## src/rtl/slms_pkg.sv

```systemverilog
// Package with shared types and constants of the separable local maximum suppression block.
`default_nettype none
package slms_pkg;

    localparam int FRAME_BITS  = 11;
    localparam int KERNEL_BITS = 4;
    localparam int QUEUE_DEPTH = 2;

    localparam logic [2:0] CFG_KERNEL_HEIGHT = 3'd0;
    localparam logic [2:0] CFG_KERNEL_WIDTH  = 3'd1;
    localparam logic [2:0] CFG_FRAME_HEIGHT  = 3'd2;
    localparam logic [2:0] CFG_FRAME_WIDTH   = 3'd3;

    // Effective (clamped) configuration
    typedef struct packed {
        logic [KERNEL_BITS-1:0] kh;
        logic [KERNEL_BITS-1:0] kw;
        logic [FRAME_BITS-1:0]  h;
        logic [FRAME_BITS-1:0]  w;
    } cfg_t;

    // One result request: position of the pixel to evaluate
    typedef struct packed {
        logic [FRAME_BITS-1:0] row;
        logic [FRAME_BITS-1:0] col;
        logic                  last;
    } job_t;

    typedef struct packed {
        logic frame_done;
    } back_status_t;

endpackage
`default_nettype wire

```

## src/rtl/slms_queue.sv

```systemverilog
// Short request queue between front and back.
`default_nettype none
module slms_queue (
    input  wire logic          aclk,
    input  wire logic          aresetn,
    input  wire logic          push,
    input  wire slms_pkg::job_t push_job,
    output logic               full,
    input  wire logic          pop,
    output logic               not_empty,
    output slms_pkg::job_t     pop_job
);

    localparam int D  = slms_pkg::QUEUE_DEPTH;
    localparam int PW = (D > 1) ? $clog2(D) : 1;
    localparam int CNTW = $clog2(D + 1);

    slms_pkg::job_t    q_reg [D];
    logic [PW-1:0]     wp_reg, rp_reg;
    logic [CNTW-1:0]   cnt_reg;

    assign full      = (cnt_reg == CNTW'(D));
    assign not_empty = (cnt_reg != '0);
    assign pop_job   = q_reg[rp_reg];

    // Hold entries
    always_ff @(posedge aclk) begin
        if (push) begin
            q_reg[wp_reg] <= push_job;
        end
    end

    // Advance pointers and count
    always_ff @(posedge aclk) begin
        if (!aresetn) begin
            wp_reg  <= '0;
            rp_reg  <= '0;
            cnt_reg <= '0;
        end else begin
            if (push) begin
                wp_reg <= (wp_reg == PW'(D - 1)) ? '0 : wp_reg + 1'b1;
            end
            if (pop) begin
                rp_reg <= (rp_reg == PW'(D - 1)) ? '0 : rp_reg + 1'b1;
            end
            if (push && !pop) begin
                cnt_reg <= cnt_reg + 1'b1;
            end else if (pop && !push) begin
                cnt_reg <= cnt_reg - 1'b1;
            end
        end
    end

endmodule
`default_nettype wire

```

## config.mk

```make
export PLATFORM = sky130hd
export DESIGN_NAME = slms_queue
export DESIGN_NICKNAME = d
export VERILOG_FILES = /design/src/rtl/slms_pkg.sv /design/src/rtl/slms_queue.sv
export SDC_FILE = /design/constraint.sdc
export NUM_CORES = 1
export LEC_CHECK = 0
export BUFFER_PORTS_ARGS = -buffer_cell sky130_fd_sc_hd__buf_2
export CAP_MARGIN = 20
export CORE_ASPECT_RATIO = 1.1
export CORE_MARGIN = 2
export CORE_UTILIZATION = 54
export DETAILED_ROUTE_END_ITERATION = 12
export GPL_ROUTABILITY_DRIVEN = 0
export GPL_TIMING_DRIVEN = 0
export PLACE_DENSITY = 0.82
export SYNTH_ARGS = -nofsm -noshare
export SYNTH_HDL_FRONTEND = slang
export SYNTH_SLANG_ARGS = --single-unit
export TNS_END_PERCENT = 20
```

## constraint.sdc

```tcl
create_clock -name aclk -period 5.4 [get_ports aclk]
set_clock_uncertainty 0.2 [all_clocks]
set_input_delay 0.27 -clock aclk [delete_from_list [all_inputs] [get_ports aclk]]
set_output_delay 0.27 -clock aclk [all_outputs]
set_load 0.02 [all_outputs]
```

==> impl_summary.md <==
Yosys
In this run the cell area of the synthesized design comes to 1880 um2. The count of different cell masters after synthesis is 16. The post-synthesis cell count is 93. The synthesized design contains 51 register bits.

Yosys printed 0 warnings. The number of nets in the synthesized netlist is 121. A synthesized cell averages 20.2 um2. After synthesis, flip-flops and latches occupy 78.9% of the total area.

Die
52 I/O pins were placed. The die covers 3960 um2. Once the floorplan was initialized, standard cells occupied 56.3% of the core. The die height is 65.8 um. The cell row count is 22. The horizontal die dimension is 60.2 um. The total area inside the core boundary comes to 3330 um2.

Cells and area
The number of flip-flops in the largest register is 46. Cells with a size suffix above 1 make up 48.9% of the layout. At the end of the flow, the number of nets in the layout was 204. The number of antenna diodes in the final layout is 0. The cell area after layout is 2490 um2.

The area added between synthesis and finish is 32.8%.

CTS
The later pin in the worst-skew pair is clocked with a latency of 0.33 ns. The number of CTS-inserted buffers is 5. The number of hold buffers added after CTS is 24.

The post-CTS setup-driven buffer insertion count is 0. Clock-pin slew was measured on the worst setup and hold paths at 0.12 ns. CTS placed an instance of clkbuf_4 at the clock tree root. The level count of the clock H-tree is 2. The number of buffers on the longest clock path is 2.

The clock sink total is 51. TritonCTS built the clock tree. Once the clock tree was built, the resizer swapped 0 gates to a different size.

STA
Adding up every negative setup slack in the final design gives 0 ns. The clock period could shrink to 1.99 ns. The max-slew violation total from the final report is 0. The worst slew slack as a fraction of its limit is 29.5%. At the pin with the least slew margin, the transition time is 1.06 ns. The hold violation total from the final report is 0. The hold slack is 0.0851 ns. Setup repair after global routing left no endpoint under its margin. Setup violations remaining at the end of the flow were counted as 0. In the finished design, the share of the clock period the worst path needs comes to 36.9%. Static timing analysis puts the maximum clock frequency at 501 MHz.

Critical path
The largest fanout on the critical path is 10. The critical path in this run is classified as reg2out. The cell count along the critical path is 3.

The worst setup path is launched from a register. The largest individual stage delay along the critical path comes from the cell dfxtp_1. The number of cells on the worst reg-to-reg path is 1. The kind of cell adding the most delay to the critical path is flip-flops. The critical path's largest stage delay is 0.44 ns. The data arrival at the endpoint of the critical path is 1.52 ns. At the worst endpoint, the required time is 4.93 ns. The signal on the critical path passes through buf_4 > mux2_2 > buf_2. STA classifies the critical path endpoint as an output pin. The combined buffer and inverter count along the critical path is 2.

Pwr
Overall power consumption after layout is estimated at 733 uW. The leakage power total is 0.000968 uW. For this design the ratio of total power to cell area is 294 nW/um2.

The maximum vdd drop is 0.000237 V.

Routing
In this run the remaining antenna-violating nets after routing total 0. The top routing layer in use is met4. After detailed routing, the number of remaining DRC violations is 0.

After detailed routing, the met2 layer carries 1660 um of wire. The detailed-route wire length on metal 1 is 1190 um. The pre-antenna-repair detailed-routing pass consisted of 4 iterations. The final routed wire length divided by cell count is 13.6 um.

The final layout contains routed wiring with a total length of 3050 um. The via density per instance is 4.69. After the first detailed-routing iteration, the DRC count stood at 39.

The via count of the routed design is 1051. The detailed route wirelength on metal3 is 178 um.

Global route
The first global-routing pass estimated 4660 um of wire. The total overflow left after global routing is 0. Entering global routing, the biggest net connects 24 pins.

Global routing used 16.6% of the available tracks across all layers. The number of antenna violations at the first check in global routing is 0. The via count of the first global-routing pass is 1095.

Min path
The worst hold path was traced through 3 stages. The path type of the worst min-delay path is in2reg.

Status
The run finished with clean final reports.

Place
The number of buffer cells added on primary ports is 51. The placed cell area is 2210 um2. The detailed-placement wirelength estimate is 2000 um.

Flow run
The tool flagged a number of max-cap violations equal to 0.
-- metal layers --
layer	vias to the layer above	GRT usage, %
met5	-	0
met2	37	31.4
met3	2	5.87
met1	494	16.8
li1	518	-
met4	0	4.17
-- per-stage QoR --
stage / std cells / setup slack, ns / util, %
final: 224 / 3.41 / 74.8
after global routing: 224 / 3.31 / 74.8
after CTS: 224 / 3.36 / 74.8
after detailed placement: 193 / 3.55 / 66.2
after global placement: 192 / 2.86 / 65.8
after floorplan: 93 / 3.41 / -
-- power by group --
| part | switching (uW) | internal (uW) | total, uW |
|---|---|---|---|
| clock | 102 | 46.4 | 148 |
| sequential | 8.03 | 454 | 462 |
| combinational | 63.1 | 60.1 | 123 |
| total | 173 | 561 | 733 |
-- cells by family after synthesis --
kind of cell	after synthesis	share of synthesized area, %
compound gates	3	1.07
xor+xnor	3	1.40
fa+ha+maj	1	0.667
buf+inv	3	1.00
flops	51	78.9
mux	23	13.8
simple gates	9	3.13
-- layout by cell type, fill, tap and decap left out --
cell	instances
mux2_2	23
or2_2	1
o21a_1	1
xor2_1	2
buf_4	2
buf_2	51
or3_1	1
inv_1	1
and2_1	4
edfxtp_1	46
ha_1	1
dlygate4sd3_1	24
nor2b_1	1
and2b_2	1
buf_6	1
clkinv_2	1
xnor2_1	1
clkinv_1	1
o21ai_0	1
a21boi_1	1
clkbuf_4	5
dfxtp_1	5
nor2b_2	1
-- cells in the mapped netlist --
cell type / number / area [um2]
a21boi_1: 1 / 7.51
and2_1: 4 / 25.0
and2b_2: 1 / 8.76
buf_4: 2 / 15.0
dfxtp_1: 5 / 100
edfxtp_1: 46 / 1380
ha_1: 1 / 12.5
inv_1: 1 / 3.75
mux2_2: 23 / 259
nor2b_1: 2 / 12.5
o21a_1: 1 / 7.51
o21ai_0: 1 / 5.00
or2_2: 1 / 6.26
or3_1: 1 / 6.26
xnor2_1: 1 / 8.76
xor2_1: 2 / 17.5
-- worst paths after layout --
check | start | to | slack [ns]
max | register | pop_job[10] | 3.41
min | pop | register | 0.09
max reg2reg | wp_reg | q_reg[1][20] | 3.62
min reg2reg | cnt_reg[1] | cnt_reg[1] | 0.33
-- area by class of cell --
class | instances | area (um2)
flip-flops and latches | 51 | 1480
fillers | 213 | 838
repair buffers | 76 | 507
multi-input cells | 39 | 379
well taps | 48 | 60.1
clock buffers | 5 | 37.5
plain buffers | 2 | 15.0
clock inverters | 2 | 8.76
inverters | 1 | 3.75
Note: power is estimated with default switching activity, not from simulation.
