$ cat src/rtl/slms_pkg.sv
// Package with shared types and constants of the separable local maximum suppression block.
`default_nettype none
package slms_pkg;

    localparam int FRAME_BITS  = 11;
    localparam int KERNEL_BITS = 4;
    localparam int QUEUE_DEPTH = 2;

    localparam logic [2:0] CFG_KERNEL_HEIGHT = 3'd0;
    localparam logic [2:0] CFG_KERNEL_WIDTH  = 3'd1;
    localparam logic [2:0] CFG_FRAME_HEIGHT  = 3'd2;
    localparam logic [2:0] CFG_FRAME_WIDTH   = 3'd3;

    // Effective (clamped) configuration
    typedef struct packed {
        logic [KERNEL_BITS-1:0] kh;
        logic [KERNEL_BITS-1:0] kw;
        logic [FRAME_BITS-1:0]  h;
        logic [FRAME_BITS-1:0]  w;
    } cfg_t;

    // One result request: position of the pixel to evaluate
    typedef struct packed {
        logic [FRAME_BITS-1:0] row;
        logic [FRAME_BITS-1:0] col;
        logic                  last;
    } job_t;

    typedef struct packed {
        logic frame_done;
    } back_status_t;

endpackage
`default_nettype wire

$ cat src/rtl/slms_front.sv
// Front part: configuration, sample intake into the row store, request issue.
`default_nettype none
module slms_front #(
    parameter int MAX_WIDTH   = 1024,
    parameter int MAX_HEIGHT  = 1024,
    parameter int MAX_KERNEL  = 15,
    parameter int SB          = 16,
    parameter int SL          = 5,
    parameter int XW          = 10
) (
    input  wire logic                     aclk,
    input  wire logic                     aresetn,
    input  wire logic                     cfg_wen,
    input  wire logic [2:0]               cfg_index,
    input  wire logic [slms_pkg::FRAME_BITS-1:0] cfg_wdata,
    input  wire logic                     s_valid,
    output logic                          s_ready,
    input  wire logic                     s_mode,
    input  wire logic signed [15:0]       s_pixel_value,
    output slms_pkg::cfg_t                cfg,
    output logic                          st_wen,
    output logic [SL+XW-1:0]              st_waddr,
    output logic [SB-1:0]                 st_wdata,
    input  wire logic                     q_full,
    output logic                          q_push,
    output slms_pkg::job_t                q_job,
    input  wire slms_pkg::back_status_t   bstat
);

    localparam int FB = slms_pkg::FRAME_BITS;
    localparam int KB = slms_pkg::KERNEL_BITS;

    logic [KB-1:0] kh_reg, kw_reg;
    logic [FB-1:0] fh_reg, fw_reg;
    logic [FB-1:0] in_row_reg, in_col_reg, out_row_reg, out_col_reg;
    logic          hold_reg;

    logic [FB-1:0] in_row_next, in_col_next, out_row_next, out_col_next;
    logic          hold_next;
    logic          accept, due, last, known;
    logic [31:0]   need_row, need_col, row_ext, col_ext;
    logic [47:0]   pix_ext;

    // Clamp configuration
    always_comb begin
        cfg.kh = (kh_reg == '0) ? KB'(1) :
                 (32'(kh_reg) > MAX_KERNEL) ? KB'(MAX_KERNEL) : kh_reg;
        cfg.kw = (kw_reg == '0) ? KB'(1) :
                 (32'(kw_reg) > MAX_KERNEL) ? KB'(MAX_KERNEL) : kw_reg;
        cfg.h  = (fh_reg == '0) ? FB'(1) :
                 (32'(fh_reg) > MAX_HEIGHT) ? FB'(MAX_HEIGHT) : fh_reg;
        cfg.w  = (fw_reg == '0) ? FB'(1) :
                 (32'(fw_reg) > MAX_WIDTH) ? FB'(MAX_WIDTH) : fw_reg;
    end

    assign s_ready = !q_full && !hold_reg;
    assign accept  = s_valid && s_ready;
    assign known   = (cfg_index == slms_pkg::CFG_KERNEL_HEIGHT) ||
                     (cfg_index == slms_pkg::CFG_KERNEL_WIDTH) ||
                     (cfg_index == slms_pkg::CFG_FRAME_HEIGHT) ||
                     (cfg_index == slms_pkg::CFG_FRAME_WIDTH);

    // Store sample at its slot
    assign pix_ext  = {32'd0, s_pixel_value};
    assign st_wdata = pix_ext[SB-1:0];
    assign row_ext  = 32'(in_row_reg);
    assign col_ext  = 32'(in_col_reg);
    assign st_waddr = {row_ext[SL-1:0], col_ext[XW-1:0]};
    assign st_wen   = accept && !s_mode && (in_row_reg < cfg.h);

    // Advance intake, then decide whether a request is due
    always_comb begin
        in_row_next  = in_row_reg;
        in_col_next  = in_col_reg;
        out_row_next = out_row_reg;
        out_col_next = out_col_reg;
        hold_next    = hold_reg;
        if (bstat.frame_done) begin
            hold_next = 1'b0;
        end
        if (st_wen) begin
            if (in_col_reg + 1'b1 >= cfg.w) begin
                in_col_next = '0;
                in_row_next = in_row_reg + 1'b1;
            end else begin
                in_col_next = in_col_reg + 1'b1;
            end
        end
        need_row = 32'(out_row_reg) + 32'(cfg.kh) - 32'd1 - 32'(cfg.kh >> 1);
        if (need_row > 32'(cfg.h) - 32'd1) begin
            need_row = 32'(cfg.h) - 32'd1;
        end
        need_col = 32'(out_col_reg) + 32'(cfg.kw) - 32'd1 - 32'(cfg.kw >> 1);
        if (need_col > 32'(cfg.w) - 32'd1) begin
            need_col = 32'(cfg.w) - 32'd1;
        end
        due  = (32'(in_row_next) > need_row) ||
               ((32'(in_row_next) == need_row) && (32'(in_col_next) > need_col));
        last = (out_row_reg == cfg.h - 1'b1) && (out_col_reg == cfg.w - 1'b1);
        q_push = accept && due;
        if (q_push) begin
            if (last) begin
                in_row_next  = '0;
                in_col_next  = '0;
                out_row_next = '0;
                out_col_next = '0;
                hold_next    = 1'b1;
            end else if (out_col_reg + 1'b1 >= cfg.w) begin
                out_col_next = '0;
                out_row_next = out_row_reg + 1'b1;
            end else begin
                out_col_next = out_col_reg + 1'b1;
            end
        end
        if (cfg_wen && known) begin
            in_row_next  = '0;
            in_col_next  = '0;
            out_row_next = '0;
            out_col_next = '0;
        end
    end

    assign q_job.row  = out_row_reg;
    assign q_job.col  = out_col_reg;
    assign q_job.last = last;

    // Hold configuration and position counters
    always_ff @(posedge aclk) begin
        if (!aresetn) begin
            kh_reg      <= KB'(3);
            kw_reg      <= KB'(3);
            fh_reg      <= FB'(64);
            fw_reg      <= FB'(64);
            in_row_reg  <= '0;
            in_col_reg  <= '0;
            out_row_reg <= '0;
            out_col_reg <= '0;
            hold_reg    <= 1'b0;
        end else begin
            if (cfg_wen) begin
                case (cfg_index)
                    slms_pkg::CFG_KERNEL_HEIGHT: kh_reg <= cfg_wdata[KB-1:0];
                    slms_pkg::CFG_KERNEL_WIDTH:  kw_reg <= cfg_wdata[KB-1:0];
                    slms_pkg::CFG_FRAME_HEIGHT:  fh_reg <= cfg_wdata;
                    slms_pkg::CFG_FRAME_WIDTH:   fw_reg <= cfg_wdata;
                    default: ;
                endcase
            end
            in_row_reg  <= in_row_next;
            in_col_reg  <= in_col_next;
            out_row_reg <= out_row_next;
            out_col_reg <= out_col_next;
            hold_reg    <= hold_next;
        end
    end

endmodule
`default_nettype wire

$ cat config.mk
export PLATFORM = sky130hd
export DESIGN_NAME = slms_front
export DESIGN_NICKNAME = d
export VERILOG_FILES = /design/src/rtl/slms_pkg.sv /design/src/rtl/slms_front.sv
export SDC_FILE = /design/constraint.sdc
export NUM_CORES = 1
export LEC_CHECK = 0
export BUFFER_PORTS_ARGS = -buffer_cell sky130_fd_sc_hd__buf_2
export CAP_MARGIN = 20
export CORE_AREA = 8 8 168 107
export CTS_BUF_LIST = sky130_fd_sc_hd__clkbuf_2
export DETAILED_ROUTE_END_ITERATION = 8
export DIE_AREA = 0 0 176 115
export GPL_TIMING_DRIVEN = 0
export PLACE_DENSITY = 0.84
export SLEW_MARGIN = 40
export SYNTH_ARGS = -nofsm -noshare
export SYNTH_HDL_FRONTEND = slang
export SYNTH_SLANG_ARGS = --single-unit
$ cat constraint.sdc
create_clock -name aclk -period 9.3 [get_ports aclk]
set_clock_uncertainty 0.05 [all_clocks]
set_input_delay 1.86 -clock aclk [delete_from_list [all_inputs] [get_ports aclk]]
set_output_delay 1.86 -clock aclk [all_outputs]
set_load 0.05 [all_outputs]
==> results by group, run 1 <==
Placement
  – Cells after DPL: 1,536
  – DP HPWL: 24,280 microns
  – I/O Buffers: 107
  – Dpl ws: -0.8659 ns
  – Gpl congestion: 1.019

Timing
  – Max Fclk: 109.6 MHz
  – Total negative slack: 0 ns
  – Worst Slack Setup Final: 0.1788 ns
  – Final period util: 0.9808
  – Minimum clock period: 9.121 ns
  – Final setup vio count: 0
  – Fin. Hold Viols: 0
  – Max Slew Vio Count: 0
  – Relative slew margins: 0.4239
  – Worst slew pin tran: 0.8590 ns

Job
  – Max-cap viol count: 0

Die
  – Die area: 0.02024 sq mm
  – Die X: 176 microns
  – Num rows: 36
  – Die H: 115 microns
  – CORE AREA: 0.01563 sq mm
  – I/O pin cnt: 124
  – Initial Util: 0.5917

GRT
  – Global-route wire length before repair: 46,530 microns
  – Largest net degree at the start of global routing: 15
  – Gr usage total: 0.2872
  – Vias in the first global route: 8,771
  – Initial antenna violation count: 0
  – Grt ovf: 0

Pwr
  – Reg power frac: 0.298
  – Internal power: 616.6 uW
  – Comb power frac: 0.515
  – Leakage: 0.005038 uW
  – Clock Power Share: 0.187
  – Switch Pwr: 492.3 uW
  – Peak VDD IR: 0.00007836 V
  – Sw Ratio: 0.4440
  – Final Total Pwr: 1109 uW
  – Pwr Density: 102.6 mW/mm^2

Min path
  – Worst hold path class: reg2reg
  – Hold Crit Depth: 2
  – HP Start: hold_reg
  – Endpoint, Worst Hold: hold_reg

CTS
  – CTS tree: built
  – CTS H-tree depth: 3
  – Clock slew at the register clock pins of the worst setup and hold paths: 0.25 ns
  – Clock latency on the worst-skew pair: 0.61 ns
  – Num CTS Buffers: 9
  – Root buffer cell: clkbuf_2
  – Cts hold-fix bufs: 0
  – Max Buffers Root-to-Sink: 2
  – Clk sinks: 75

Run status
  – Run status: finished clean

Yosys
  – Yosys reg bits: 75
  – Synth Warn #: 0
  – Synthesized area per cell: 7.619 sq um
  – EDFF count, synth: 0
  – Top FF cell, synth: dfxtp_1
  – Synth cell types: 82
  – Post-synth ARST share: 0
  – Cell count after synthesis: 1,214
  – Sequential-to-total area share from yosys stat: 0.1623
  – Post-Syn Area: 0.009249 sq mm

Final layout
  – Post-Layout Cell Count: 1,584
  – # fillers: 1,296
  – Most frequent cells in the layout: ha_1 (134), nand2_1 (120), buf_2 (113)
  – Ratio of cells with drive above 1 in the final layout: 0.2074
  – Util after Layout: 0.6918
  – Final net count: 1,548
  – Area delta synth->final: 16.91%
  – Leading cell type in the layout, fill and taps excluded: ha_1

Worst setup path
  – R2R setup slack: 1.50 ns
  – Setup CP Type: reg2out
  – WP data arrival: 7.21 ns
  – R2R Path End: out_row_reg[8]
  – CP required: 7.39 ns
  – RR Startpoint: out_row_reg[2]
  – Slowest Stage Delay on Critical Path: 0.59 ns
  – Worst setup EP type: output port
  – Worst-path fanout max: 8
  – R2r worst-path depth: 31
  – Crit-path slowest cell: fa_2
  – Critical Path Source Type: flip-flop

Drt
  – Residual DRC count: 0
  – Routed Antenna Nets: 0
  – Initial DRC count: 1,233
  – Pre-Repair DR Iteration Count: 6
  – DR WL/cell: 19.28 microns
  – Via/cell ratio: 6.242
  – WL final: 30,530 microns
  – Via count: 9,888
## worst max-delay path, delay by kind of cell (launching register included)
kind	cells	cell delay (ns)
compound gates	6	1.35
xor+xnor	1	0.14
fa+ha+maj	5	1.74
buf+inv	5	0.70
flops	1	0.44
mux	1	0.09
simple gates	11	2.16
## routing by layer
layer / vias to the layer above / share of wire / GRT usage / wire length [microns]
met1: 4542 / 0.44 / 0.4169 / 13480
li1: 4658 / - / - / -
met5: - / 0 / 0 / 0
met2: 624 / 0.39 / 0.3946 / 11870
met4: 0 / 0.020 / 0.06805 / 620
met3: 64 / 0.15 / 0.09806 / 4567
## worst max path at each step
stage / start / endpoint / slack, ns / cells past startpoint
after global routing: out_col_reg[2] / q_push / -0.04 / 29
after CTS: kh_reg[2] / q_push / 0.02 / 31
after floorplan: out_row_reg[1] / q_push / 0.19 / 29
after detailed placement: out_row_reg[1] / q_push / -0.87 / 30
final: out_row_reg[2] / q_push / 0.18 / 29
after global placement: out_row_reg[1] / q_push / -0.70 / 30
## layout make-up
cell class / count / area (sq um) / share of cell area
Buffer: 80 / 473.0 / 0.04374
Multi-Input combinational cell: 967 / 7243 / 0.6699
Inverter: 98 / 380.4 / 0.03518
Tap cell: 209 / 261.5 / 0.02418
Clock inverter: 6 / 71.32 / 0.006596
Clock buffer: 10 / 50.05 / 0.004629
Antenna cell: 1 / 2.502 / 0.0002314
Sequential cell: 75 / 1535 / 0.1420
Timing Repair Buffer: 138 / 795.8 / 0.07359
## power groups by stage
| stage | Combinational, uW | Sequential [uW] | Clock, uW |
|---|---|---|---|
| after global routing | 613 | 331 | 220 |
| after floorplan | 346 | 335 | 0 |
| after detailed placement | 461 | 337 | 0 |
| final | 571 | 330 | 207 |
| after CTS | 492 | 330 | 205 |
| after global placement | 449 | 337 | 0 |
## timing repair
item,CTS,global route
pin swaps,5,31
endpoints found under the setup margin,1,1
buffers inserted,6,24
gates resized for setup,33,71
gates cloned,0,1
## stage by stage
stage	instance area, sq um	hold slack [ns]
3_5_place_dp	10080	0.4201
2_1_floorplan	9274	0.3924
5_1_grt	10810	0.4883
4_1_cts	10360	0.4590
3_3_place_gp	10070	0.4144
6_report	10810	0.4598
## synthesized netlist by cell type, types with 10 or more instances
| cell type | count | area (sq um) |
|---|---|---|
| ha_1 | 138 | 1727 |
| nand2_1 | 122 | 457.9 |
| inv_1 | 94 | 352.8 |
| dfxtp_1 | 75 | 1501 |
| nor2_1 | 73 | 274.0 |
| a21oi_1 | 55 | 275.3 |
| xnor2_1 | 54 | 473.0 |
| nor3_1 | 46 | 230.2 |
| nor2b_1 | 45 | 281.5 |
| nand3_1 | 41 | 205.2 |
| o21ai_0 | 39 | 195.2 |
| clkbuf_1 | 38 | 142.6 |
| buf_4 | 32 | 240.2 |
| nand4_1 | 32 | 200.2 |
| a21o_1 | 23 | 172.7 |
| a21boi_0 | 22 | 165.2 |
| xor2_1 | 21 | 183.9 |
| mux2i_1 | 17 | 170.2 |
| a211oi_1 | 16 | 120.1 |
| nand2b_1 | 16 | 100.1 |
| o31ai_1 | 16 | 120.1 |
| o211ai_1 | 14 | 105.1 |
| a31oi_1 | 11 | 68.82 |
| or3_1 | 11 | 68.82 |
| and3_1 | 10 | 62.56 |
## kinds of logic after synthesis
kind of cell / Yosys count / share of synthesized area
other cells: 2 / 0.0008120
mux: 19 / 0.02083
buf+inv: 178 / 0.08766
flops: 75 / 0.1623
simple gates: 443 / 0.2459
compound gates: 280 / 0.2160
xor+xnor: 75 / 0.07102
fa+ha+maj: 142 / 0.1953
(Power assumes the default switching activity.)
==> run 2: changes to the inputs <==
- SETUP_SLACK_MARGIN: default -> 0.4
==> results by group, run 2 (synthesized netlist as in run 1, its figures left out) <==
Run status
  – Run status: finished clean (unchanged)

Worst setup path
  – Worst-path fanout max: 10 (was 8)
  – RR Startpoint: out_col_reg[2] (was out_row_reg[2])
  – WP data arrival: 7.11 ns (was 7.21 ns)
  – Slowest Stage Delay on Critical Path: 0.41 ns (was 0.59 ns)
  – Setup CP Type: reg2out (unchanged)
  – CP required: 7.39 ns (about the same)
  – R2r worst-path depth: 31 (unchanged)
  – Critical Path Source: out_col_reg[2] (was out_row_reg[2])
  – R2R Path End: out_col_reg[1] (was out_row_reg[8])
  – Cell mode on critical path: ha_1
  – R2R setup slack: 1.63 ns (was 1.50 ns)
  – Crit-path slowest cell: dfxtp_2 (was fa_2)
  – Critical Path Source Type: flip-flop (unchanged)
  – Worst setup EP type: output port (unchanged)

GRT
  – Gr usage total: 0.2901 (was 0.2872)
  – Global-route wire length before repair: 47,220 microns (was 46,530 microns)
  – Vias in the first global route: 9,034 (was 8,771)
  – Grt ovf: 0 (unchanged)
  – Initial antenna violation count: 0 (unchanged)
  – Largest net degree at the start of global routing: 17 (was 15)

Die
  – Die H: 115 microns (unchanged)
  – CORE AREA: 0.01563 sq mm (unchanged)
  – Initial Util: 0.5917 (unchanged)
  – Die area: 0.02024 sq mm (unchanged)
  – Die X: 176 microns (unchanged)
  – I/O pin cnt: 124 (unchanged)
  – Num rows: 36 (unchanged)

Final layout
  – Leading cell type in the layout, fill and taps excluded: ha_1 (unchanged)
  – Area delta synth->final: 20.12% (was 16.91%)
  – Most frequent cells in the layout: ha_1 (129), nand2_1 (117), buf_2 (113) (was ha_1 (134), nand2_1 (120), buf_2 (113))
  – Post-route cell area: 0.01111 sq mm (was 0.01081 sq mm)
  – Ratio of cells with drive above 1 in the final layout: 0.2386 (was 0.2074)
  – Final net count: 1,561 (was 1,548)
  – Area of the multi-input gates: 0.007431 sq mm (was 0.007243 sq mm)
  – Reg area: 0.001540 sq mm (was 0.001535 sq mm)
  – # fillers: 1,252 (was 1,296)
  – Diodes inserted: 0 (was 1)

Drt
  – Routed Antenna Nets: 0 (unchanged)
  – WL final: 31,340 microns (was 30,530 microns)
  – Pre-Repair DR Iteration Count: 6 (unchanged)
  – DR WL/cell: 19.64 microns (was 19.28 microns)
  – Via/cell ratio: 6.321 (was 6.242)
  – Via count: 10,089 (was 9,888)
  – Initial DRC count: 1,249 (was 1,233)
  – Residual DRC count: 0 (unchanged)

Timing
  – Final period util: 0.9698 (was 0.9808)
  – RSZ-0062 raised after global routing: yes
  – Min Hold Slack: 0.4706 ns (was 0.4598 ns)
  – Max Fclk: 110.9 MHz (was 109.6 MHz)
  – Final setup vio count: 0 (unchanged)
  – Fin. Hold Viols: 0 (unchanged)
  – Relative slew margins: 0.4137 (was 0.4239)
  – Max Slew Vio Count: 0 (unchanged)
  – Total negative slack: 0 ns (unchanged)
  – Worst slew pin tran: 0.8735 ns (was 0.8590 ns)
  – Minimum clock period: 9.019 ns (was 9.121 ns)
  – Worst Slack Setup Final: 0.2805 ns (was 0.1788 ns)

Pwr
  – Sw Ratio: 0.4543 (was 0.4440)
  – Final Total Pwr: 1134 uW (was 1109 uW)
  – Comb power frac: 0.538 (was 0.515)
  – Reg power frac: 0.291 (was 0.298)
  – Leakage: 0.005165 uW (was 0.005038 uW)
  – Internal power: 618.9 uW (was 616.6 uW)
  – Clock Power Share: 0.170 (was 0.187)
  – Switch Pwr: 515.2 uW (was 492.3 uW)
  – Peak VDD IR: 0.00007134 V (was 0.00007836 V)
  – Pwr Density: 102.1 mW/mm^2 (was 102.6 mW/mm^2)

CTS
  – Num CTS Buffers: 9 (unchanged)
  – Max Buffers Root-to-Sink: 2 (unchanged)
  – Clock latency on the worst-skew pair: 0.61 ns (about the same)
  – CTS tree: built (unchanged)
  – Root buffer cell: clkbuf_2 (unchanged)
  – Clock slew at the register clock pins of the worst setup and hold paths: 0.30 ns (was 0.25 ns)
  – CTS H-tree depth: 3 (unchanged)
  – Clk sinks: 75 (unchanged)

Placement
  – I/O Buffers: 107 (unchanged)
  – DP HPWL: 24,350 microns (was 24,280 microns)
  – DP Area: 0.01008 sq mm (about the same)
  – Dpl ws: -0.8610 ns (was -0.8659 ns)
  – Gpl congestion: 0.9941 (was 1.019)

Min path
  – Endpoint, Worst Hold: hold_reg (unchanged)
  – Hold Crit Depth: 2 (unchanged)
  – HP Start: hold_reg (unchanged)
  – Worst hold path class: reg2reg (unchanged)

Job
  – Max-cap viol count: 0 (unchanged)
## run 2: changes by cell type in the layout (fill, tap and decap cells not counted), moves of 3 or more
cell	previous run	this run
inv_8	0	3
ha_1	134	129
nor2_2	1	4
inv_1	93	89
buf_4	62	73
nor2_1	70	67
ha_4	3	7
nand3_2	1	4
nand2_1	120	117
inv_2	0	5
clkinvlp_4	4	0
xnor2_2	1	4
xnor2_1	53	50
nor3_4	2	5
## run 2: how the worst max path moves through the flow
| stage | end | slack [ns] |
|---|---|---|
| detailed placement | q_push | -0.86 |
| global route | q_push | 0.07 |
| finish | q_push | 0.28 |
| floorplan | q_push | 0.43 |
| CTS | q_push | 0.40 |
| global placement | q_push | -0.65 |
## run 2: final cells by class
type	instances	share of cell area
repair buffers	151	0.08177
flip-flops and latches	75	0.1386
clock buffers	9	0.004055
multi-input cells	967	0.6689
plain buffers	80	0.04359
well taps	209	0.02354
clock inverters	7	0.005857
inverters	98	0.03367
## run 2: repair_timing
action / in CTS / in global routing
hold buffers: 0 / 0
endpoints found under the hold margin: 0 / 0
endpoints found under the setup margin: 1 / 1
pin swaps: 23 / 43
gates resized for setup: 75 / 68
buffers inserted: 19 / 25
## run 2: routing by layer
metal / part of all wire / vias to the layer above / global-route usage
met3: 0.15 / 74 / 0.1020
met5: 0 / - / 0
met4: 0.020 / 0 / 0.06862
li1: - / 4678 / -
met1: 0.43 / 4696 / 0.4154
met2: 0.40 / 641 / 0.4038
## run 2: through the flow
step / util / std cells
after floorplan: - / 1220
after global placement: 0.6447 / 1536
after detailed placement: 0.6451 / 1536
after CTS: 0.6801 / 1571
after global routing: 0.7108 / 1596
final: 0.7108 / 1596
## run 2: critical path: cells and delay by family, from the launching register on
| family | cells | cell delay, ns |
|---|---|---|
| and+or+nand+nor | 10 | 2.02 |
| AOI/OAI and AO/OA | 7 | 1.80 |
| adders and majority gates | 4 | 1.17 |
| buffers and inverters | 7 | 0.94 |
| DFF | 1 | 0.41 |
| xor gates and xnor gates | 1 | 0.15 |
## run 2: power groups by stage
stage	Sequential (uW)	Clock [uW]	Combinational [uW]
6_report	330	193	611
2_1_floorplan	335	0	346
3_3_place_gp	337	0	449
3_5_place_dp	337	0	462
4_1_cts	330	190	524
5_1_grt	331	204	653
