### src/rtl/slms_pkg.sv
// Package with shared types and constants of the separable local maximum suppression block.
`default_nettype none
package slms_pkg;

    localparam int FRAME_BITS  = 11;
    localparam int KERNEL_BITS = 4;
    localparam int QUEUE_DEPTH = 2;

    localparam logic [2:0] CFG_KERNEL_HEIGHT = 3'd0;
    localparam logic [2:0] CFG_KERNEL_WIDTH  = 3'd1;
    localparam logic [2:0] CFG_FRAME_HEIGHT  = 3'd2;
    localparam logic [2:0] CFG_FRAME_WIDTH   = 3'd3;

    // Effective (clamped) configuration
    typedef struct packed {
        logic [KERNEL_BITS-1:0] kh;
        logic [KERNEL_BITS-1:0] kw;
        logic [FRAME_BITS-1:0]  h;
        logic [FRAME_BITS-1:0]  w;
    } cfg_t;

    // One result request: position of the pixel to evaluate
    typedef struct packed {
        logic [FRAME_BITS-1:0] row;
        logic [FRAME_BITS-1:0] col;
        logic                  last;
    } job_t;

    typedef struct packed {
        logic frame_done;
    } back_status_t;

endpackage
`default_nettype wire

### src/rtl/slms_back.sv
// Back part: walks the window of one request through the row store and forms the result.
`default_nettype none
module slms_back #(
    parameter int SB = 16,
    parameter int SL = 5,
    parameter int XW = 10
) (
    input  wire logic                   aclk,
    input  wire logic                   aresetn,
    input  wire slms_pkg::cfg_t         cfg,
    input  wire logic                   q_not_empty,
    input  wire slms_pkg::job_t         q_job,
    output logic                        q_pop,
    output logic [SL+XW-1:0]            st_raddr,
    input  wire logic [SB-1:0]          st_rdata,
    output slms_pkg::back_status_t      bstat,
    output logic                        m_valid,
    input  wire logic                   m_ready,
    output logic [14:0]                 m_kept_value,
    output logic                        m_frame_last
);

    localparam int FB = slms_pkg::FRAME_BITS;
    localparam int KB = slms_pkg::KERNEL_BITS;

    typedef enum logic [1:0] {IDLE, RUN, DRAIN, DONE} state_t;

    state_t               state_reg;
    slms_pkg::job_t       job_reg;
    logic [KB-1:0]        k_reg, j_reg;
    logic                 p_valid_reg, p_in_reg, p_center_reg, p_first_reg;
    logic                 p_last_reg, p_xin_reg, p_cc_reg;
    logic signed [SB-1:0] m_reg, center_reg, big_reg;
    logic signed [SB:0]   cc_reg;
    logic                 out_valid_reg, out_last_reg;
    logic [14:0]          out_value_reg;

    logic signed [FB+2:0] x, y;
    logic                 x_in, y_in, load;
    logic [31:0]          x_ext, y_ext;
    logic signed [SB-1:0] s, base, m_new, center_new;
    logic [63:0]          big_ext;

    // Window position of the current read
    always_comb begin
        x = $signed({3'b000, job_reg.col}) + $signed({{(FB-KB+3){1'b0}}, k_reg})
            - $signed({{(FB-KB+4){1'b0}}, cfg.kw[KB-1:1]});
        y = $signed({3'b000, job_reg.row}) + $signed({{(FB-KB+3){1'b0}}, j_reg})
            - $signed({{(FB-KB+4){1'b0}}, cfg.kh[KB-1:1]});
        x_in  = (x >= 0) && (x < $signed({3'b000, cfg.w}));
        y_in  = (y >= 0) && (y < $signed({3'b000, cfg.h}));
        x_ext = 32'(x);
        y_ext = 32'(y);
        st_raddr = {y_ext[SL-1:0], x_ext[XW-1:0]};
    end

    // Fold read data into column and row maxima
    always_comb begin
        s          = $signed(st_rdata);
        base       = p_first_reg ? '0 : m_reg;
        m_new      = (p_in_reg && (s > base)) ? s : base;
        center_new = p_center_reg ? s : center_reg;
    end

    assign load    = (state_reg == DONE) && (!out_valid_reg || m_ready);
    assign q_pop   = (state_reg == IDLE) && q_not_empty;
    assign big_ext = 64'(unsigned'(big_reg));
    assign bstat.frame_done = load && job_reg.last;

    assign m_valid      = out_valid_reg;
    assign m_kept_value = out_value_reg;
    assign m_frame_last = out_last_reg;

    // Step the sequencer and hold the result register
    always_ff @(posedge aclk) begin
        if (!aresetn) begin
            state_reg     <= IDLE;
            p_valid_reg   <= 1'b0;
            out_valid_reg <= 1'b0;
        end else begin
            p_valid_reg <= (state_reg == RUN);
            if (m_ready) begin
                out_valid_reg <= 1'b0;
            end
            case (state_reg)
                IDLE: begin
                    if (q_not_empty) begin
                        state_reg <= RUN;
                    end
                end
                RUN: begin
                    if ((j_reg == cfg.kh - 1'b1) && (k_reg == cfg.kw - 1'b1)) begin
                        state_reg <= DRAIN;
                    end
                end
                DRAIN: begin
                    state_reg <= DONE;
                end
                DONE: begin
                    if (load) begin
                        out_valid_reg <= 1'b1;
                        state_reg     <= IDLE;
                    end
                end
                default: state_reg <= IDLE;
            endcase
        end
    end

    // Datapath registers
    always_ff @(posedge aclk) begin
        if (q_pop) begin
            job_reg <= q_job;
            k_reg   <= '0;
            j_reg   <= '0;
            big_reg <= '0;
            cc_reg  <= '0;
        end
        if (state_reg == RUN) begin
            if (j_reg == cfg.kh - 1'b1) begin
                j_reg <= '0;
                k_reg <= k_reg + 1'b1;
            end else begin
                j_reg <= j_reg + 1'b1;
            end
        end
        p_in_reg     <= x_in && y_in;
        p_xin_reg    <= x_in;
        p_center_reg <= (j_reg == (cfg.kh >> 1));
        p_first_reg  <= (j_reg == '0);
        p_last_reg   <= (j_reg == cfg.kh - 1'b1);
        p_cc_reg     <= (x == $signed({3'b000, job_reg.col}));
        if (p_valid_reg) begin
            m_reg      <= m_new;
            center_reg <= center_new;
            if (p_last_reg && p_xin_reg) begin
                if (m_new > big_reg) begin
                    big_reg <= m_new;
                end
                if (p_cc_reg) begin
                    cc_reg <= (m_new == center_new) ? (SB+1)'(m_new) : -(SB+1)'(m_new);
                end
            end
        end
        if (load) begin
            out_last_reg  <= job_reg.last;
            out_value_reg <= ((SB+1)'(unsigned'(big_reg)) == cc_reg) ?
                             big_ext[14:0] : 15'd0;
        end
    end

endmodule
`default_nettype wire

### config.mk
export PLATFORM = sky130hd
export DESIGN_NAME = slms_back
export DESIGN_NICKNAME = d
export VERILOG_FILES = /design/src/rtl/slms_pkg.sv /design/src/rtl/slms_back.sv
export SDC_FILE = /design/constraint.sdc
export NUM_CORES = 1
export LEC_CHECK = 0
export BUFFER_PORTS_ARGS = -buffer_cell sky130_fd_sc_hd__buf_4
export CORE_MARGIN = 10
export CORE_UTILIZATION = 55
export DETAILED_ROUTE_END_ITERATION = 16
export GPL_TIMING_DRIVEN = 0
export PLACE_DENSITY = 0.82
export REMOVE_ABC_BUFFERS = 1
export SLEW_MARGIN = 10
export SYNTH_ARGS = -nofsm -noshare
export SYNTH_HDL_FRONTEND = slang
export SYNTH_SLANG_ARGS = --single-unit
### constraint.sdc
create_clock -name aclk -period 7 [get_ports aclk]
set_clock_uncertainty 0.15 [all_clocks]
set_input_delay 0.35 -clock aclk [delete_from_list [all_inputs] [get_ports aclk]]
set_output_delay 0.35 -clock aclk [all_outputs]
set_load 0.005 [all_outputs]
==> flow_metrics.env, run 1 <==
export IMPL_final_min_clock_period_ps=6040
export IMPL_detailroute_via_count=7310
export IMPL_crit_slowest_cell="sky130_fd_sc_hd__a31oi_4"
export IMPL_worst_setup_hold_path_clk_slew_ps=50
export IMPL_critical_path_top_delay_family="compound AO/OA/AOI/OAI gates"
export IMPL_hold_viol=0
export IMPL_worstHoldPathType="input pin to flop"
export IMPL_place_detailed_hpwl_mm=15.6
export IMPL_multi_input_gate_area_um2=4810
export IMPL_r2r_start="p_first_reg"
export IMPL_ir_drop_uv=267
export IMPL_dp_cells=1219
export IMPL_post_route_drc_count=0
export IMPL_slew_limit_headroom_pct=26.2
export IMPL_layout_area_growth_over_synthesis_pct=20.1
export IMPL_largest_register_ffs=23
export IMPL_async_flop_share_pct=0
export IMPL_cts_tree="yes"
export IMPL_total_wirelength_mm=21.6
export IMPL_layout_cells_most_common_list="122 x sky130_fd_sc_hd__inv_1, 106 x sky130_fd_sc_hd__buf_4, 92 x sky130_fd_sc_hd__ha_1"
export IMPL_worstSetupStartpoint="p_first_reg"
export IMPL_grt_first_pass_wirelength_mm=35.7
export IMPL_cp_required_ps=7170
export IMPL_p_per_area_nw_per_um2=392
export IMPL_layout_commonest_cell="sky130_fd_sc_hd__inv_1"
export IMPL_mappedNetlistArea_um2=8600
export IMPL_highest_cell_delay_on_the_worst_timing_path_ps=710
export IMPL_cts_sinks=122
export IMPL_worst_ep_arrival_time_ps=6220
export IMPL_clock_insertion_delay_at_the_later_pin_of_the_skew_report_ps=420
export IMPL_status="finished, final reports clean"
export IMPL_critPathKind="flop to flop"
export IMPL_aggregate_global_routing_overflow=0
export IMPL_r2r_setup_slack_ps=960
export IMPL_postSynthAreaPerCell_um2=9.23
export IMPL_ys_seq_elements=122
export IMPL_synth_warning_count=0
export IMPL_number_of_buffers_inserted_during_clock_tree_synthesis=17
export IMPL_htreeDepth=4
export IMPL_die_area_um2=21000
export IMPL_worstSetupEndpoint="big_reg[12]"
export IMPL_net_total_in_the_final_layout=1221
export IMPL_number_of_distinct_standard_cells_referenced_by_the_synthesized_netlist=59
export IMPL_place_gp_congestion=0.881
export IMPL_n_fill_cell=1167
export IMPL_final_period_utilization_pct=86.4
export IMPL_crit_path_cell_trace="nor2b_1, inv_1, ha_1, and4_1, nand4_1, a21o_1, a32o_1, nor2_1, nor2_1, a21oi_1, inv_1, ha_1, nor2b_1, o21ai_0, nand2b_1, a21oi_1, o21ai_0, a21oi_1, o21ai_0, a31oi_4, nand2_1, o31ai_1"
export IMPL_core_area_um2=15300
export IMPL_synth_yosys_seq_area_share_pct=37.1
export IMPL_effective_utilization_at_floorplan_pct=56.4
export IMPL_reg2reg_to="big_reg[12]"
export IMPL_timing_worst_slew_pin_value_ps=1100
export IMPL_end_kind="flop"
export IMPL_crit_path_start_kind="flop"
export IMPL_remaining_antenna_violation_count_after_routing=0
export IMPL_number_of_antenna_violations_at_the_first_check_in_global_routing=0
export IMPL_crit_buf_inv=2
export IMPL_worstSetupPathDepth=22
export IMPL_die_height_um=145
export IMPL_ioPinCount=107
export IMPL_seqCellArea_um2=3190
export IMPL_p_leak_nw=4.56
export IMPL_cts_root_buf="sky130_fd_sc_hd__clkbuf_16"
export IMPL_clockBufferDepth=2
export IMPL_r2r_worst_path_cells=22
export IMPL_wl_per_cell_um=16.9
export IMPL_synthesis_instances=932
export IMPL_synth_edff_count=75
export IMPL_buffer_ports_inserted=106
export IMPL_synth_largest_area_cell="sky130_fd_sc_hd__edfxtp_1"
export IMPL_crit_path_max_fanout=30
export IMPL_finalSetupTns_ps=0
export IMPL_largest_net_degree_at_the_start_of_global_routing=39
export IMPL_via_count_of_the_first_global_routing_pass=7502
export IMPL_antenna_cells_inserted=0
export IMPL_std_cell_rows=45
export IMPL_fmaxAchievable_mhz=165
export IMPL_yosys_top_cells_area="sky130_fd_sc_hd__edfxtp_1 26%, sky130_fd_sc_hd__ha_1 13%, sky130_fd_sc_hd__dfxtp_1 11%, sky130_fd_sc_hd__inv_1 5.4%, sky130_fd_sc_hd__nand3_1 3.4%"
export IMPL_post_route_util_pct=67.7
export IMPL_yosys_area_top_type_share_pct=26.2
export IMPL_max_slew_violation_count=0
export IMPL_instances_no_fill=1274
export IMPL_drtPass1Iterations=5
export IMPL_setup_violations_final=0
export IMPL_postCtsSetupBuffers=0
export IMPL_grt_setup_unrepaired="no"
export IMPL_cap_violations=0
export IMPL_cts_hold_buffers=23
export IMPL_postCtsResizedCells=0
export IMPL_layout_cells_sized_above_1_pct=14.7
export IMPL_via_per_inst=5.74
export IMPL_post_route_worst_hold_slack_ps=23.4
export IMPL_drt_iter0_markers=639
export IMPL_global_route_usage_total_pct=20.2
export IMPL_synth_ff_type="sky130_fd_sc_hd__edfxtp_1"
export IMPL_die_w_um=145
-- area by class of cell --
class / instances / area share, %
inverters: 124 / 4.51
repair buffers: 132 / 10.3
clock inverters: 11 / 0.775
well taps: 211 / 2.56
multi-input cells: 653 / 46.6
flip-flops and latches: 122 / 30.9
clock buffers: 21 / 4.36
-- power breakdown --
group | total [W] | leakage [nW] | switching [W] | internal (W)
registers | 0.00105 | 1.07 | 0.000111 | 0.000936
logic | 0.00220 | 3.23 | 0.00126 | 0.000941
clock network | 0.000802 | 0.257 | 0.000313 | 0.000488
-- Yosys cell counts, types with 9 or more instances --
master                     instances
sky130_fd_sc_hd__nor3_1           28
sky130_fd_sc_hd__mux2_2           13
sky130_fd_sc_hd__inv_1           123
sky130_fd_sc_hd__and3_1           14
sky130_fd_sc_hd__dfxtp_1          47
sky130_fd_sc_hd__edfxtp_1         75
sky130_fd_sc_hd__a21oi_1          47
sky130_fd_sc_hd__nand3_1          59
sky130_fd_sc_hd__a31oi_1           9
sky130_fd_sc_hd__ha_1             92
sky130_fd_sc_hd__xor2_1           28
sky130_fd_sc_hd__a21o_1           23
sky130_fd_sc_hd__nor2_1           37
sky130_fd_sc_hd__clkbuf_1         22
sky130_fd_sc_hd__xnor2_1          33
sky130_fd_sc_hd__nand2_1          41
sky130_fd_sc_hd__o31ai_1          16
sky130_fd_sc_hd__nor2b_1          16
sky130_fd_sc_hd__and2_1           14
sky130_fd_sc_hd__nand4_1          22
sky130_fd_sc_hd__nand2b_1         18
sky130_fd_sc_hd__nor4_1           22
sky130_fd_sc_hd__o21ai_0          34
-- through the flow --
| stage | area (µm²) | total power (W) | setup WS [ps] |
|---|---|---|---|
| after floorplan | 8440 | 0.00250 | 1130 |
| after global placement | 9500 | 0.00308 | -706 |
| after detailed placement | 9570 | 0.00319 | 1170 |
| after CTS | 10300 | 0.00403 | 1100 |
| after global routing | 10300 | 0.00436 | 502 |
| final | 10300 | 0.00405 | 955 |
-- routing by layer --
metal | track usage (%) | vias to the layer above | routed length [µm]
met4 | 8.39 | 0 | 580
met3 | 5.37 | 55 | 1370
met1 | 22.2 | 3412 | 8610
met2 | 35.9 | 254 | 11000
met5 | 0 | - | 0
li1 | - | 3589 | -
-- worst min-delay path by stage --
stage | startpoint | to | depth (start not counted)
6_report | aresetn | m_valid | 2
5_1_grt | aresetn | m_valid | 2
4_1_cts | aresetn | m_valid | 2
3_5_place_dp | job_reg[0] | m_frame_last | 0
3_3_place_gp | job_reg[0] | m_frame_last | 0
2_1_floorplan | job_reg[0] | m_frame_last | 0
-- logic make-up after synthesis --
| kind of cell | synth area share, % |
|---|---|
| XOR/XNOR | 6.21 |
| AO/OA/AOI/OAI | 13.3 |
| AND/OR/NAND/NOR | 18.8 |
| multiplexers | 2.52 |
| adder cells (fa/ha/maj) | 14.8 |
| buffers and inverters | 7.30 |
| flip-flops | 37.1 |
Note: power is estimated with default switching activity, not from simulation.
==> inputs of run 2 (changes only) <==
Settings changed: CELL_PAD_IN_SITES_DETAIL_PLACEMENT set to 0, CELL_PAD_IN_SITES_GLOBAL_PLACEMENT set to 1, CORE_UTILIZATION 55 to 40, PLACE_DENSITY 0.82 to 0.79.
==> flow_metrics.env, run 2 (synthesis gave the netlist of run 1 again) <==
export IMPL_place_gp_congestion=0.850
export IMPL_placement_cell_area_um2=9680
export IMPL_clockBufferDepth=2
export IMPL_die_height_um=167
export IMPL_wl_per_cell_um=16.0
export IMPL_grt_first_pass_wirelength_mm=35.6
export IMPL_drt_iter0_markers=397
export IMPL_antenna_cells_inserted=0
export IMPL_end_kind="flop"
export IMPL_layout_cells_most_common_list="122 x sky130_fd_sc_hd__inv_1, 106 x sky130_fd_sc_hd__buf_4, 92 x sky130_fd_sc_hd__ha_1"
export IMPL_cap_violations=0
export IMPL_clock_insertion_delay_at_the_later_pin_of_the_skew_report_ps=420
export IMPL_core_area_um2=21100
export IMPL_timing_hold_worst_start="aresetn"
export IMPL_max_slew_violation_count=0
export IMPL_layout_area_growth_over_synthesis_pct=23.0
export IMPL_fmaxAchievable_mhz=168
export IMPL_largest_register_ffs=23
export IMPL_global_route_usage_total_pct=15.4
export IMPL_ir_drop_uv=189
export IMPL_r2r_worst_path_cells=21
export IMPL_hold_viol=0
export IMPL_drtPass1Iterations=5
export IMPL_r2r_setup_slack_ps=1060
export IMPL_reg2reg_to="big_reg[0]"
export IMPL_detailroute_via_count=7072
export IMPL_buffer_ports_inserted=106
export IMPL_via_count_of_the_first_global_routing_pass=7196
export IMPL_via_per_inst=5.28
export IMPL_std_cell_rows=53
export IMPL_postCtsResizedCells=0
export IMPL_r2r_start="p_first_reg"
export IMPL_largest_net_degree_at_the_start_of_global_routing=35
export IMPL_crit_path_start_kind="flop"
export IMPL_post_route_util_pct=50.2
export IMPL_critPathKind="flop to flop"
export IMPL_place_detailed_hpwl_mm=16.3
export IMPL_final_min_clock_period_ps=5940
export IMPL_worstSetupStartpoint="p_first_reg"
export IMPL_worstHoldPathType="input pin to flop"
export IMPL_worst_ep_arrival_time_ps=6140
export IMPL_p_per_area_nw_per_um2=398
export IMPL_die_area_um2=27800
export IMPL_cts_sinks=122
export IMPL_effective_utilization_at_floorplan_pct=40.8
export IMPL_remaining_antenna_violation_count_after_routing=0
export IMPL_layout_cells_sized_above_1_pct=15.4
export IMPL_aggregate_global_routing_overflow=0
export IMPL_ioPinCount=107
export IMPL_grt_setup_unrepaired="no"
export IMPL_cts_root_buf="sky130_fd_sc_hd__clkbuf_16"
export IMPL_net_total_in_the_final_layout=1222
export IMPL_worst_setup_hold_path_clk_slew_ps=50
export IMPL_worstSetupEndpoint="big_reg[0]"
export IMPL_total_wirelength_mm=21.4
export IMPL_cts_tree="yes"
export IMPL_cp_required_ps=7190
export IMPL_slew_limit_headroom_pct=26.7
export IMPL_setup_violations_final=0
export IMPL_number_of_antenna_violations_at_the_first_check_in_global_routing=0
export IMPL_n_fill_cell=2031
export IMPL_status="finished, final reports clean"
export IMPL_finish_instance_area_um2=10600
export IMPL_timing_worst_slew_pin_value_ps=1100
export IMPL_post_route_drc_count=0
export IMPL_final_period_utilization_pct=84.9
export IMPL_die_w_um=167
export IMPL_layout_commonest_cell="sky130_fd_sc_hd__inv_1"
export IMPL_p_leak_nw=4.64
export IMPL_crit_path_max_fanout=30
export IMPL_number_of_buffers_inserted_during_clock_tree_synthesis=17
export IMPL_htreeDepth=4
[run 2: report_power, final]
part	internal [W]	switching, W	total (W)
Sequential	0.000934	0.000110	0.00104
Combinational	0.000942	0.00121	0.00216
Clock	0.000669	0.000342	0.00101
Total	0.00254	0.00167	0.00421
[run 2: critical path: stages, from the launching register on]
cell                       delay, ps
sky130_fd_sc_hd__dfxtp_1         460
sky130_fd_sc_hd__nor2b_1         300
sky130_fd_sc_hd__inv_1            70
sky130_fd_sc_hd__ha_1            310
sky130_fd_sc_hd__and4_1          210
sky130_fd_sc_hd__nand4_1         170
sky130_fd_sc_hd__a21o_1          250
sky130_fd_sc_hd__a32o_1          450
sky130_fd_sc_hd__nor2_1          530
sky130_fd_sc_hd__nor2_1          110
sky130_fd_sc_hd__a21oi_1         320
sky130_fd_sc_hd__inv_1           160
sky130_fd_sc_hd__ha_1            310
sky130_fd_sc_hd__nor2b_1         130
sky130_fd_sc_hd__o21ai_0         140
sky130_fd_sc_hd__nand2b_1         70
sky130_fd_sc_hd__a21oi_1         170
sky130_fd_sc_hd__o21ai_0         130
sky130_fd_sc_hd__a21oi_1         290
sky130_fd_sc_hd__o21ai_0         200
sky130_fd_sc_hd__a31oi_4         680
sky130_fd_sc_hd__mux2i_1         250
[run 2: layer usage]
metal	up-vias	share of wire, %	global-route usage, %
li1	3590	-	-
met1	3310	44	18.7
met2	159	50	26.5
met3	13	5.4	4.14
met4	0	0.70	3.32
met5	-	0	0
[run 2: how the worst min path moves through the flow]
| stage | endpoint | slack (ps) | cells past startpoint |
|---|---|---|---|
| 3_5_place_dp | m_frame_last | 300 | 0 |
| 6_report | m_valid | 20 | 2 |
| 5_1_grt | p_valid_reg | 20 | 2 |
| 3_3_place_gp | m_frame_last | 290 | 0 |
| 4_1_cts | m_valid | 2 | 2 |
| 2_1_floorplan | m_frame_last | 270 | 0 |
[run 2: cell type report]
class	instances	area (µm²)	share of cell area (%)
multi-input combinational	653	4810	45.5
sequential	122	3190	30.2
timing repair buffer	133	1090	10.3
inverter	124	465	4.40
clock buffer	17	425	4.02
tap	275	344	3.25
clock inverter	15	248	2.34
[run 2: stage by stage]
step / hold slack, ps / setup WS (ps) / cells / power [W] / TNS [ps]
after global placement: 289 / -971 / 1280 / 0.00314 / -14750
after CTS: 2.41 / 1070 / 1339 / 0.00427 / 0
after detailed placement: 298 / 1070 / 1284 / 0.00322 / 0
after floorplan: 268 / 1130 / 899 / 0.00250 / 0
after global routing: 19.9 / 434 / 1339 / 0.00458 / 0
final: 19.1 / 1060 / 1339 / 0.00421 / 0
[run 2: what timing repair did]
| action | 4_1_cts | 5_1_grt |
|---|---|---|
| setup endpoints to repair | 0 | 0 |
| buffers inserted | 0 | 0 |
| endpoints found under the hold margin | 23 | 0 |
| hold buffers | 23 | 0 |
==> inputs of run 3 (changes only) <==
Settings changed: PLACE_DENSITY 0.79 to 0.82.
Clock period 7 ns to 4.8 ns, I/O delays scaled along.
==> flow_metrics.env, run 3 (synthesis gave the netlist of run 1 again) <==
export IMPL_final_period_utilization_pct=96.5
export IMPL_die_area_um2=27800
export IMPL_clockBufferDepth=2
export IMPL_post_route_worst_hold_slack_ps=10.9
export IMPL_grt_first_pass_wirelength_mm=36.6
export IMPL_grt_setup_unrepaired="no"
export IMPL_pre_cts_ws_ps=-1030
export IMPL_critPathKind="flop to flop"
export IMPL_number_of_antenna_violations_at_the_first_check_in_global_routing=0
export IMPL_r2r_worst_path_cells=21
export IMPL_post_route_drc_count=0
export IMPL_remaining_antenna_violation_count_after_routing=0
export IMPL_cts_tree="yes"
export IMPL_wl_per_cell_um=16.9
export IMPL_drt_iter0_markers=384
export IMPL_hold_viol=0
export IMPL_highest_cell_delay_on_the_worst_timing_path_ps=390
export IMPL_n_fill_cell=1884
export IMPL_final_min_clock_period_ps=4630
export IMPL_clock_insertion_delay_at_the_later_pin_of_the_skew_report_ps=420
export IMPL_die_height_um=167
export IMPL_core_area_um2=21100
export IMPL_worstSetupPathDepth=21
export IMPL_effective_utilization_at_floorplan_pct=40.8
export IMPL_crit_path_cell_trace="buf_8, nor2b_4, inv_1, ha_1, and4_4, nand4_1, a21o_1, a32oi_4, buf_4, nand3_1, and2_1, inv_1, ha_1, a21o_1, a21oi_1, o21ai_1, a21oi_2, buf_4, a31oi_4, buf_6, o31ai_1"
export IMPL_aggregate_global_routing_overflow=0
export IMPL_cts_root_buf="sky130_fd_sc_hd__clkbuf_16"
export IMPL_number_of_buffers_inserted_during_clock_tree_synthesis=17
export IMPL_net_total_in_the_final_layout=1244
export IMPL_post_route_util_pct=52.4
export IMPL_instances_no_fill=1361
export IMPL_timing_worst_slew_pin_value_ps=1100
export IMPL_layout_cells_most_common_list="119 x sky130_fd_sc_hd__inv_1, 118 x sky130_fd_sc_hd__buf_4, 87 x sky130_fd_sc_hd__ha_1"
export IMPL_crit_path_start_kind="flop"
export IMPL_dp_cells=1285
export IMPL_fmaxAchievable_mhz=216
export IMPL_worst_setup_hold_path_clk_slew_ps=60
export IMPL_htreeDepth=4
export IMPL_antenna_cells_inserted=0
export IMPL_finalPower_w=0.00643
export IMPL_p_per_area_nw_per_um2=583
export IMPL_total_wirelength_mm=23.0
export IMPL_crit_path_max_fanout=8
export IMPL_layout_cells_sized_above_1_pct=21.1
export IMPL_layout_setup_ws_ps=168
export IMPL_status="finished, final reports clean"
export IMPL_layout_area_growth_over_synthesis_pct=28.4
export IMPL_ioPinCount=107
export IMPL_end_kind="flop"
export IMPL_worst_ep_arrival_time_ps=4810
export IMPL_crit_buf_inv=6
export IMPL_via_per_inst=5.42
export IMPL_ir_drop_uv=304
export IMPL_place_detailed_hpwl_mm=16.5
export IMPL_cp_required_ps=4980
export IMPL_buffer_ports_inserted=106
export IMPL_drtPass1Iterations=5
export IMPL_largest_net_degree_at_the_start_of_global_routing=35
export IMPL_setup_violations_final=0
export IMPL_cts_sinks=122
export IMPL_detailroute_via_count=7370
export IMPL_p_leak_nw=4.81
export IMPL_critical_path_top_delay_family="compound AO/OA/AOI/OAI gates"
export IMPL_worstHoldPathType="input pin to flop"
export IMPL_max_slew_violation_count=0
export IMPL_hold_path_depth=3
export IMPL_cap_violations=0
export IMPL_place_gp_congestion=0.865
export IMPL_die_w_um=167
export IMPL_largest_register_ffs=23
export IMPL_crit_slowest_cell="sky130_fd_sc_hd__dfxtp_4"
export IMPL_std_cell_rows=53
export IMPL_slew_limit_headroom_pct=26.4
export IMPL_via_count_of_the_first_global_routing_pass=7456
export IMPL_global_route_usage_total_pct=15.8
export IMPL_layout_commonest_cell="sky130_fd_sc_hd__inv_1"
## run 3: layer usage
layer	vias up	global-route usage [%]	part of all wire, %
met5	-	0	0
met4	0	4.35	1.8
met3	30	4.45	5.5
met2	212	27.6	50
met1	3484	18.5	43
li1	3644	-	-
## run 3: worst paths after layout
| check | start | end | slack [ps] |
|---|---|---|---|
| setup reg to reg | p_first_reg | big_reg[15] | 170 |
| hold reg to reg | job_reg[0] | m_frame_last | 310 |
| setup / recovery | p_first_reg | big_reg[15] | 170 |
| hold / removal | m_ready | m_valid | 10 |
## run 3: power breakdown
part	internal, W	switching, W	total (W)
clock	0.000906	0.000483	0.00139
combinational	0.00157	0.00195	0.00352
sequential	0.00137	0.000162	0.00153
## run 3: layout make-up
cell class | count | area (µm²) | area share (%)
clock inverter | 12 | 170 | 1.54
inverter | 124 | 465 | 4.22
tap | 275 | 344 | 3.12
sequential | 122 | 3200 | 29.0
clock buffer | 20 | 467 | 4.23
timing repair buffer | 153 | 1290 | 11.7
multi-input combinational | 655 | 5110 | 46.3
## run 3: worst register-to-register path: stages (launching register included)
cell,delay (ps)
sky130_fd_sc_hd__dfxtp_4,390
sky130_fd_sc_hd__buf_8,160
sky130_fd_sc_hd__nor2b_4,150
sky130_fd_sc_hd__inv_1,60
sky130_fd_sc_hd__ha_1,270
sky130_fd_sc_hd__and4_4,210
sky130_fd_sc_hd__nand4_1,160
sky130_fd_sc_hd__a21o_1,290
sky130_fd_sc_hd__a32oi_4,330
sky130_fd_sc_hd__buf_4,220
sky130_fd_sc_hd__nand3_1,150
sky130_fd_sc_hd__and2_1,220
sky130_fd_sc_hd__inv_1,220
sky130_fd_sc_hd__ha_1,310
sky130_fd_sc_hd__a21o_1,160
sky130_fd_sc_hd__a21oi_1,120
sky130_fd_sc_hd__o21ai_1,110
sky130_fd_sc_hd__a21oi_2,230
sky130_fd_sc_hd__buf_4,180
sky130_fd_sc_hd__a31oi_4,110
sky130_fd_sc_hd__buf_6,160
sky130_fd_sc_hd__o31ai_1,190
## run 3: metrics by stage
stage	setup TNS, ps	cell area [µm²]
2_1_floorplan	-16520	8440
3_3_place_gp	-70250	9580
3_5_place_dp	-16620	9700
4_1_cts	0	10700
5_1_grt	0	11000
6_report	0	11000
## run 3: repair_timing
item,CTS,global route
gates resized for setup,16,59
endpoints found under the hold margin,27,0
buffers inserted,8,10
hold buffers,24,0
endpoints found under the setup margin,24,17
pin swaps,2,11
cloned,1,1
